[config.mk]
export PLATFORM = sky130hd
export DESIGN_NAME = sorted_timer_queue
export DESIGN_NICKNAME = d
export VERILOG_FILES = /design/src/hdl/stq_pkg.sv /design/src/hdl/stq_slot_ram.sv /design/src/hdl/sorted_timer_queue.sv
export SDC_FILE = /design/constraint.sdc
export NUM_CORES = 1
export LEC_CHECK = 0
export BUFFER_PORTS_ARGS = -buffer_cell sky130_fd_sc_hd__buf_2
export CORE_MARGIN = 10
export CORE_UTILIZATION = 45
export DETAILED_ROUTE_END_ITERATION = 6
export PLACE_DENSITY_LB_ADDON = 0.12
export SYNTH_ARGS = -nofsm -noshare
export SYNTH_HDL_FRONTEND = slang
export SYNTH_SLANG_ARGS = --single-unit
[constraint.sdc]
create_clock -name aclk -period 5 [get_ports aclk]
set_clock_uncertainty 0.2 [all_clocks]
set_input_delay 1 -clock aclk [delete_from_list [all_inputs] [get_ports aclk]]
set_output_delay 1 -clock aclk [all_outputs]
set_load 0.01 [all_outputs]
[src/hdl/stq_pkg.sv]
// ----------------------------------------------------------------------------
// stq_pkg: shared definitions for the sorted timer queue
// Command codes, field widths and default sizes.
// ----------------------------------------------------------------------------
package stq_pkg;

    localparam int DEFAULT_TIMER_SLOTS = 16;
    localparam int MAX_RESULTS         = 16;
    localparam int COUNT_W             = 5;
    localparam int MODE_W              = 3;
    localparam int ID_W                = 4;
    localparam int TIME_W              = 32;

    typedef enum logic [MODE_W-1:0] {
        MODE_TICK     = 3'd0,
        MODE_START    = 3'd1,
        MODE_STOP     = 3'd2,
        MODE_CONTINUE = 3'd3,
        MODE_QUERY    = 3'd4
    } mode_t;

endpackage

[src/hdl/stq_slot_ram.sv]
// ----------------------------------------------------------------------------
// stq_slot_ram: per-slot expiry and arming rank store
// One write port, one read port, read data registered.
// ----------------------------------------------------------------------------
module stq_slot_ram #(
    parameter int DEPTH = stq_pkg::DEFAULT_TIMER_SLOTS,
    parameter int AW    = 4,
    parameter int DW    = 36
) (
    input  logic          aclk,
    input  logic          rd_en,
    input  logic [AW-1:0] rd_addr,
    output logic [DW-1:0] rd_data,
    input  logic          wr_en,
    input  logic [AW-1:0] wr_addr,
    input  logic [DW-1:0] wr_data
);

    logic [DW-1:0] mem [DEPTH];
    logic [DW-1:0] rd_data_reg;

    always_ff @(posedge aclk) begin
        if (wr_en) begin
            mem[wr_addr] <= wr_data;
        end
        if (rd_en) begin
            rd_data_reg <= mem[rd_addr];
        end
    end

    assign rd_data = rd_data_reg;

endmodule

[src/hdl/sorted_timer_queue.sv]
// ----------------------------------------------------------------------------
// sorted_timer_queue: timer slots released in expiry order on a seconds tick
// Expiry and arming rank live in a slot RAM; each tick scans it for the
// earliest due slot, reports it and closes the rank gap with a second sweep.
// ----------------------------------------------------------------------------
//  channel | dir | tdata (low bit up)                        | tuser         | tlast
//  s_      | in  | mode[3], timer_id[4], delay_seconds[32]   | -             | -
//  m_      | out | expired_id[4], is_queued, seconds_left[32]| expired_valid | last_result
//
//  Start/stop with the slot queued: one RAM lookup, then a rank sweep.
//  Continue, query, other: one RAM lookup.
//  Tick: per reported slot two RAM sweeps; plus one
//  scan when fewer than sixteen are due. Sweeps read one RAM entry per cycle.
//  Reset empties the queue and zeroes the clock at once; no clearing pass.
//  A stalled result holds the machine only when the next result is ready.
// ----------------------------------------------------------------------------
module sorted_timer_queue #(
    parameter int TIMER_SLOTS = stq_pkg::DEFAULT_TIMER_SLOTS
) (
    input  logic        aclk,
    input  logic        aresetn,
    input  logic        s_tvalid,
    output logic        s_tready,
    input  logic [39:0] s_tdata,   // mode[2:0], timer_id[6:3], delay_seconds[38:7]
    output logic        m_tvalid,
    input  logic        m_tready,
    output logic [39:0] m_tdata,   // expired_id[3:0], is_queued[4], seconds_left[36:5]
    output logic        m_tuser,   // expired_valid
    output logic        m_tlast    // last_result
);

    localparam int SW = (TIMER_SLOTS > 1) ? $clog2(TIMER_SLOTS) : 1;
    localparam int CW = $clog2(TIMER_SLOTS + 1);
    localparam int TW = stq_pkg::TIME_W;
    localparam int DW = TW + SW;
    localparam logic [SW:0] SLOTS_P = (SW+1)'(TIMER_SLOTS);

    typedef enum logic [3:0] {
        S_IDLE, S_RDID, S_LOOK, S_SCAN, S_PUSH, S_DEC, S_ENQ, S_FINISH
    } state_t;

    state_t                      state_reg;
    stq_pkg::mode_t              cmd_reg;
    logic [stq_pkg::ID_W-1:0]    id_reg;
    logic [TW-1:0]               delay_reg;
    logic [TW-1:0]               now_reg;
    logic [CW-1:0]               arm_cnt_reg;
    logic [TIMER_SLOTS-1:0]      queued_reg;
    logic [TIMER_SLOTS-1:0]      stopped_reg;
    logic [SW:0]                 ptr_reg;
    logic                        rd_vld_reg;
    logic [SW-1:0]               rd_addr_q_reg;
    logic                        best_valid_reg;
    logic [SW-1:0]               best_id_reg;
    logic [TW-1:0]               best_exp_reg;
    logic [SW-1:0]               best_rank_reg;
    logic [SW-1:0]               rm_rank_reg;
    logic                        pend_valid_reg;
    logic [SW-1:0]               pend_id_reg;
    logic [stq_pkg::COUNT_W-1:0] count_reg;
    logic                        res_q_reg;
    logic [TW-1:0]               res_left_reg;
    logic                        m_valid_reg;
    logic                        out_ev_reg;
    logic [stq_pkg::ID_W-1:0]    out_id_reg;
    logic                        out_q_reg;
    logic [TW-1:0]               out_left_reg;
    logic                        out_last_reg;

    logic          rd_en;
    logic [SW-1:0] rd_addr;
    logic [DW-1:0] rd_data;
    logic          wr_en;
    logic [SW-1:0] wr_addr;
    logic [DW-1:0] wr_data;
    logic [TW-1:0] rd_exp;
    logic [SW-1:0] rd_rank;
    logic          id_ok;
    logic [SW-1:0] id_idx;
    logic          sweep_more;
    logic          hit_queued;
    logic          better;
    logic          dec_wr;
    logic          out_free;
    logic          out_load;

    assign id_ok      = (32'(id_reg) < 32'(TIMER_SLOTS));
    assign id_idx     = SW'(id_reg);
    assign rd_exp     = rd_data[DW-1:SW];
    assign rd_rank    = rd_data[SW-1:0];
    assign sweep_more = (ptr_reg < SLOTS_P);
    assign hit_queued = rd_vld_reg && queued_reg[rd_addr_q_reg];
    assign better     = !best_valid_reg || (rd_exp < best_exp_reg) ||
                        ((rd_exp == best_exp_reg) && (rd_rank < best_rank_reg));
    assign dec_wr     = (state_reg == S_DEC) && hit_queued && (rd_rank > rm_rank_reg);
    assign out_free   = !m_valid_reg || m_tready;
    assign out_load   = out_free && (((state_reg == S_PUSH) && pend_valid_reg) ||
                                     (state_reg == S_FINISH));

    always_comb begin
        rd_en   = (state_reg == S_RDID) ||
                  (((state_reg == S_SCAN) || (state_reg == S_DEC)) && sweep_more);
        rd_addr = (state_reg == S_RDID) ? id_idx : ptr_reg[SW-1:0];
        wr_en   = dec_wr || (state_reg == S_ENQ);
        if (state_reg == S_ENQ) begin
            wr_addr = id_idx;
            wr_data = {now_reg + delay_reg, arm_cnt_reg[SW-1:0]};
        end else begin
            wr_addr = rd_addr_q_reg;
            wr_data = {rd_exp, rd_rank - SW'(1)};
        end
    end

    stq_slot_ram #(
        .DEPTH (TIMER_SLOTS),
        .AW    (SW),
        .DW    (DW)
    ) u_ram (
        .aclk    (aclk),
        .rd_en   (rd_en),
        .rd_addr (rd_addr),
        .rd_data (rd_data),
        .wr_en   (wr_en),
        .wr_addr (wr_addr),
        .wr_data (wr_data)
    );

    always_ff @(posedge aclk) begin
        if (!aresetn) begin
            state_reg      <= S_IDLE;
            now_reg        <= '0;
            arm_cnt_reg    <= '0;
            queued_reg     <= '0;
            stopped_reg    <= '0;
            m_valid_reg    <= 1'b0;
            rd_vld_reg     <= 1'b0;
            pend_valid_reg <= 1'b0;
        end else begin
            if (m_valid_reg && m_tready && !out_load) begin
                m_valid_reg <= 1'b0;
            end
            rd_vld_reg    <= ((state_reg == S_SCAN) || (state_reg == S_DEC)) && sweep_more;
            rd_addr_q_reg <= ptr_reg[SW-1:0];
            if (((state_reg == S_SCAN) || (state_reg == S_DEC)) && sweep_more) begin
                ptr_reg <= ptr_reg + 1'b1;
            end

            unique case (state_reg)
                S_IDLE: begin
                    if (s_tvalid) begin
                        cmd_reg        <= stq_pkg::mode_t'(s_tdata[2:0]);
                        id_reg         <= s_tdata[6:3];
                        delay_reg      <= s_tdata[38:7];
                        res_q_reg      <= 1'b0;
                        res_left_reg   <= '0;
                        pend_valid_reg <= 1'b0;
                        count_reg      <= '0;
                        if (stq_pkg::mode_t'(s_tdata[2:0]) == stq_pkg::MODE_TICK) begin
                            now_reg        <= now_reg + 1'b1;
                            ptr_reg        <= '0;
                            best_valid_reg <= 1'b0;
                            state_reg      <= S_SCAN;
                        end else begin
                            state_reg <= S_RDID;
                        end
                    end
                end
                S_RDID: state_reg <= S_LOOK;
                S_LOOK: begin
                    state_reg <= S_FINISH;
                    if (id_ok) begin
                        priority case (cmd_reg)
                            stq_pkg::MODE_QUERY: begin
                                res_q_reg <= queued_reg[id_idx];
                                if (queued_reg[id_idx] && (rd_exp > now_reg)) begin
                                    res_left_reg <= rd_exp - now_reg;
                                end
                            end
                            stq_pkg::MODE_START, stq_pkg::MODE_STOP: begin
                                if (cmd_reg == stq_pkg::MODE_STOP) begin
                                    stopped_reg[id_idx] <= 1'b1;
                                end
                                if (queued_reg[id_idx]) begin
                                    queued_reg[id_idx] <= 1'b0;
                                    arm_cnt_reg        <= arm_cnt_reg - 1'b1;
                                    rm_rank_reg        <= rd_rank;
                                    ptr_reg            <= '0;
                                    state_reg          <= S_DEC;
                                end else if (cmd_reg == stq_pkg::MODE_START) begin
                                    state_reg <= S_ENQ;
                                end
                            end
                            stq_pkg::MODE_CONTINUE: begin
                                if (!queued_reg[id_idx] && !stopped_reg[id_idx]) begin
                                    state_reg <= S_ENQ;
                                end
                            end
                            default: ;
                        endcase
                    end
                end
                S_SCAN: begin
                    if (hit_queued && better) begin
                        best_valid_reg <= 1'b1;
                        best_id_reg    <= rd_addr_q_reg;
                        best_exp_reg   <= rd_exp;
                        best_rank_reg  <= rd_rank;
                    end
                    if (!sweep_more && !rd_vld_reg) begin
                        if (best_valid_reg && (best_exp_reg <= now_reg)) begin
                            state_reg <= S_PUSH;
                        end else begin
                            state_reg <= S_FINISH;
                        end
                    end
                end
                S_PUSH: begin
                    // previous due slot goes out before this one is taken
                    if (!pend_valid_reg || out_free) begin
                        if (pend_valid_reg) begin
                            m_valid_reg  <= 1'b1;
                            out_ev_reg   <= 1'b1;
                            out_id_reg   <= stq_pkg::ID_W'(pend_id_reg);
                            out_q_reg    <= 1'b0;
                            out_left_reg <= '0;
                            out_last_reg <= 1'b0;
                        end
                        pend_valid_reg          <= 1'b1;
                        pend_id_reg             <= best_id_reg;
                        queued_reg[best_id_reg] <= 1'b0;
                        arm_cnt_reg             <= arm_cnt_reg - 1'b1;
                        count_reg               <= count_reg + 1'b1;
                        rm_rank_reg             <= best_rank_reg;
                        ptr_reg                 <= '0;
                        state_reg               <= S_DEC;
                    end
                end
                S_DEC: begin
                    if (!sweep_more && !rd_vld_reg) begin
                        if (cmd_reg == stq_pkg::MODE_TICK) begin
                            if (count_reg == stq_pkg::COUNT_W'(stq_pkg::MAX_RESULTS)) begin
                                state_reg <= S_FINISH;
                            end else begin
                                ptr_reg        <= '0;
                                best_valid_reg <= 1'b0;
                                state_reg      <= S_SCAN;
                            end
                        end else if (cmd_reg == stq_pkg::MODE_START) begin
                            state_reg <= S_ENQ;
                        end else begin
                            state_reg <= S_FINISH;
                        end
                    end
                end
                S_ENQ: begin
                    queued_reg[id_idx]  <= 1'b1;
                    stopped_reg[id_idx] <= 1'b0;
                    arm_cnt_reg         <= arm_cnt_reg + 1'b1;
                    state_reg           <= S_FINISH;
                end
                S_FINISH: begin
                    if (out_free) begin
                        m_valid_reg  <= 1'b1;
                        out_ev_reg   <= pend_valid_reg;
                        out_id_reg   <= pend_valid_reg ? stq_pkg::ID_W'(pend_id_reg) : '0;
                        out_q_reg    <= res_q_reg;
                        out_left_reg <= res_left_reg;
                        out_last_reg <= 1'b1;
                        state_reg    <= S_IDLE;
                    end
                end
                default: state_reg <= S_IDLE;
            endcase
        end
    end

    assign s_tready = (state_reg == S_IDLE);
    assign m_tvalid = m_valid_reg;
    assign m_tdata  = {3'b000, out_left_reg, out_q_reg, out_id_reg};
    assign m_tuser  = out_ev_reg;
    assign m_tlast  = out_last_reg;

endmodule

==> impl_metrics.yaml <==
run_status:
  status: "completed"
worst_hold_path:
  worstHoldPathCells: 0
  hold_path_startpoint: "u_ram.rd_data[4]$_DFFE_PP_"
  min_to: "best_exp_reg[0]$_DFFE_PP_"
  hp-class: "register to register"
timing:
  min_period_over_period_pct: 92.3
  timing.hold.ws_ns: 0.243
  tns_ns: 0
  maxSlewViolCount: 0
  rsz0062_at_grt: "false"
  tightest_slew_ns: 1.38
  fmax_mhz: 217
  hold_violations: 0
  slew_headroom_pct: 7.21
  setup_viol: 0
  finalCriticalPeriod_ns: 4.61
power_and_ir_drop:
  p_comb_share_pct: 29.9
  switching_share_pct: 31.9
  powerDensity_mw_per_mm2: 542
  ir_drop_v: 0.000389
  p_sw_mw: 7.56
  clock_power_share_pct: 29.1
  p_leak_nw: 15.1
  internal_power_mw: 16.1
  p_seq_share_pct: 41.0
grt:
  grt_overflow: 0
  grt_max_degree: 62
  antenna_found_initial: 2
  grt_pass1_vias: 23000
  grt_pass1_wl_um: 140000
  track_usage_pct: 18.8
setup_path:
  cp-end-kind: "register"
  crit_path_start_kind: "register"
  critPathMaxFanout: 17
  cp_data_arrival_time_ns: 4.70
  r2r_setup_slack_ns: 0.39
  rr_worst_depth: 11
  r2r-end: "u_ram.mem[2][34]$_DFFE_PP_"
  cp_data_required_time_ns: 5.09
  reg2reg_from: "now_reg[1]$_SDFFE_PN0P_"
  path_class: "register to register"
placement:
  hpwl_um: 60400
  gp_congestion: 0.878
  io_buffers: 83
  placed_cell_area_mm2: 0.0407
floorplan:
  fp.dieW_um: 312
  num_rows: 107
  die_area_mm2: 0.0974
  io_pins: 88
  initial_core_util_pct: 45.2
  core_area_mm2: 0.0849
  fp.dieH_um: 312
logic_synthesis:
  syn_inst: 2581
  ys_seq_area_share_pct: 65.4
  ys.flop_type: "edfxtp_1"
  avgSynthCellArea_um2: 14.9
  synth_cell_type_count: 74
  yosysWarningCount: 0
  ys_ff_latch: 860
  netlist_area_mm2: 0.0384
  async_flop_share_pct: 0
  synth_edf_count: 786
finish:
  fin_nets: 2920
  drive_gt1_share_pct: 18.0
  area_delta_synth_final_pct: 14.0
  layout_common_cells: "edfxtp_1, nand2_1, nor2_1"
  fillers: 7109
  regArea_mm2: 0.0251
  multi_input_area_mm2: 0.0126
  postLayoutCellArea_mm2: 0.0438
  layout_commonest_cell: "edfxtp_1"
  largest_reg_flops: 576
  final_core_util_pct: 51.6
drt:
  vias_per_cell: 5.68
  wl_um: 93000
  wl_per_cell_um: 23.6
  drt_pass1_iterations: 5
  vias: 22400
  met2WireLength_um: 44600
  postRouteAntennaNets: 0
  wl_met1_um: 40500
  top_layer: "met4"
  drc: 0
  met3WireLength_um: 5600
  first_iter_violations: 1868
clocking:
  cts_tree: "done"
  cts.repair.resized: 0
  postCtsSetupRepairBufs: 0
  numCtsBuffers: 92
  clockBufferDepth: 3
  clk_latency_ns: 0.66
  cts_sinks: 860
  cts-root-buf: "clkbuf_16"
  clk_pin_slew_ns: 0.06
  holdBufCountCts: 0
  htreeDepth: 3
run:
  max-cap-violations: 0
==> critical path, cell delays in order (launching register included) <==
cell	delay (ns)
dfxtp_1	0.54
inv_1	0.20
fa_1	0.46
nor2b_1	0.17
o31a_1	0.23
o2111ai_1	0.20
o211ai_1	0.26
a211oi_1	0.23
nor4_1	0.47
o32ai_1	0.17
xor2_1	0.16
o21ai_1	0.94
==> stage by stage <==
stage | cells | power, mW | worst slack, ns
2_1_floorplan | 2583 | 14.5 | 0.328
3_3_place_gp | 3782 | 16.8 | 0.592
3_5_place_dp | 3782 | 17.0 | 0.422
4_1_cts | 3947 | 23.9 | 0.426
5_1_grt | 3947 | 24.9 | 0.0423
6_report | 3948 | 23.7 | 0.387
==> synth_stat cells, types with 51 or more instances <==
master / instances / area share (%)
nand2_1: 189 / 1.8
edfxtp_1: 786 / 62
and2_1: 74 / 1.2
nor2_1: 172 / 1.7
ha_1: 141 / 4.6
a31oi_1: 53 / 0.86
mux4_2: 152 / 8.9
o21ai_0: 89 / 1.2
inv_1: 98 / 0.96
a21o_1: 51 / 1.0
dfxtp_1: 74 / 3.9
clkbuf_1: 79 / 0.77
xnor2_1: 53 / 1.2
a21oi_1: 101 / 1.3
==> worst max path at each step <==
stage | end | from | slack (ns)
6_report | u_ram.mem[2][34]$_DFFE_PP_ | now_reg[1]$_SDFFE_PN0P_ | 0.39
5_1_grt | u_ram.mem[2][34]$_DFFE_PP_ | now_reg[1]$_SDFFE_PN0P_ | 0.04
4_1_cts | u_ram.mem[8][34]$_DFFE_PP_ | now_reg[1]$_SDFFE_PN0P_ | 0.43
3_5_place_dp | u_ram.mem[8][34]$_DFFE_PP_ | now_reg[1]$_SDFFE_PN0P_ | 0.42
3_3_place_gp | u_ram.mem[9][34]$_DFFE_PP_ | now_reg[1]$_SDFFE_PN0P_ | 0.59
2_1_floorplan | cmd_reg[0]$_DFFE_PP_ | aresetn | 0.33
==> layer usage <==
layer	vias up	track usage, %
met3	131	3.05
met2	663	31.2
met5	-	0
met1	11300	25.4
li1	10300	-
met4	0	5.57
==> power by group through the flow <==
stage               logic [mW]  clock network [mW]  registers (mW)
global placement          6.95                   0            9.84
global route              7.78                7.36            9.76
detailed placement        7.12                   0            9.86
finish                    7.08                6.91            9.72
floorplan                 4.96                   0            9.56
CTS                       7.14                7.06            9.71
==> kinds of logic after synthesis <==
group / share of synthesized area (%)
and+or+nand+nor: 8.35
xor gates and xnor gates: 2.10
buffers and inverters: 2.28
DFF: 65.4
adders and majority gates: 4.75
other: 0.00977
muxes: 9.67
AOI/OAI and AO/OA: 7.47
==> area by class of cell <==
type,count,share of cell area (%)
clock inverters,61,1.65
flip-flops and latches,860,57.3
repair buffers,168,2.66
well taps,1144,3.27
diodes,1,0.00572
inverters,100,0.858
multi-input cells,1510,28.9
clock buffers,104,5.36
Power figures use the tool's default switching activity.
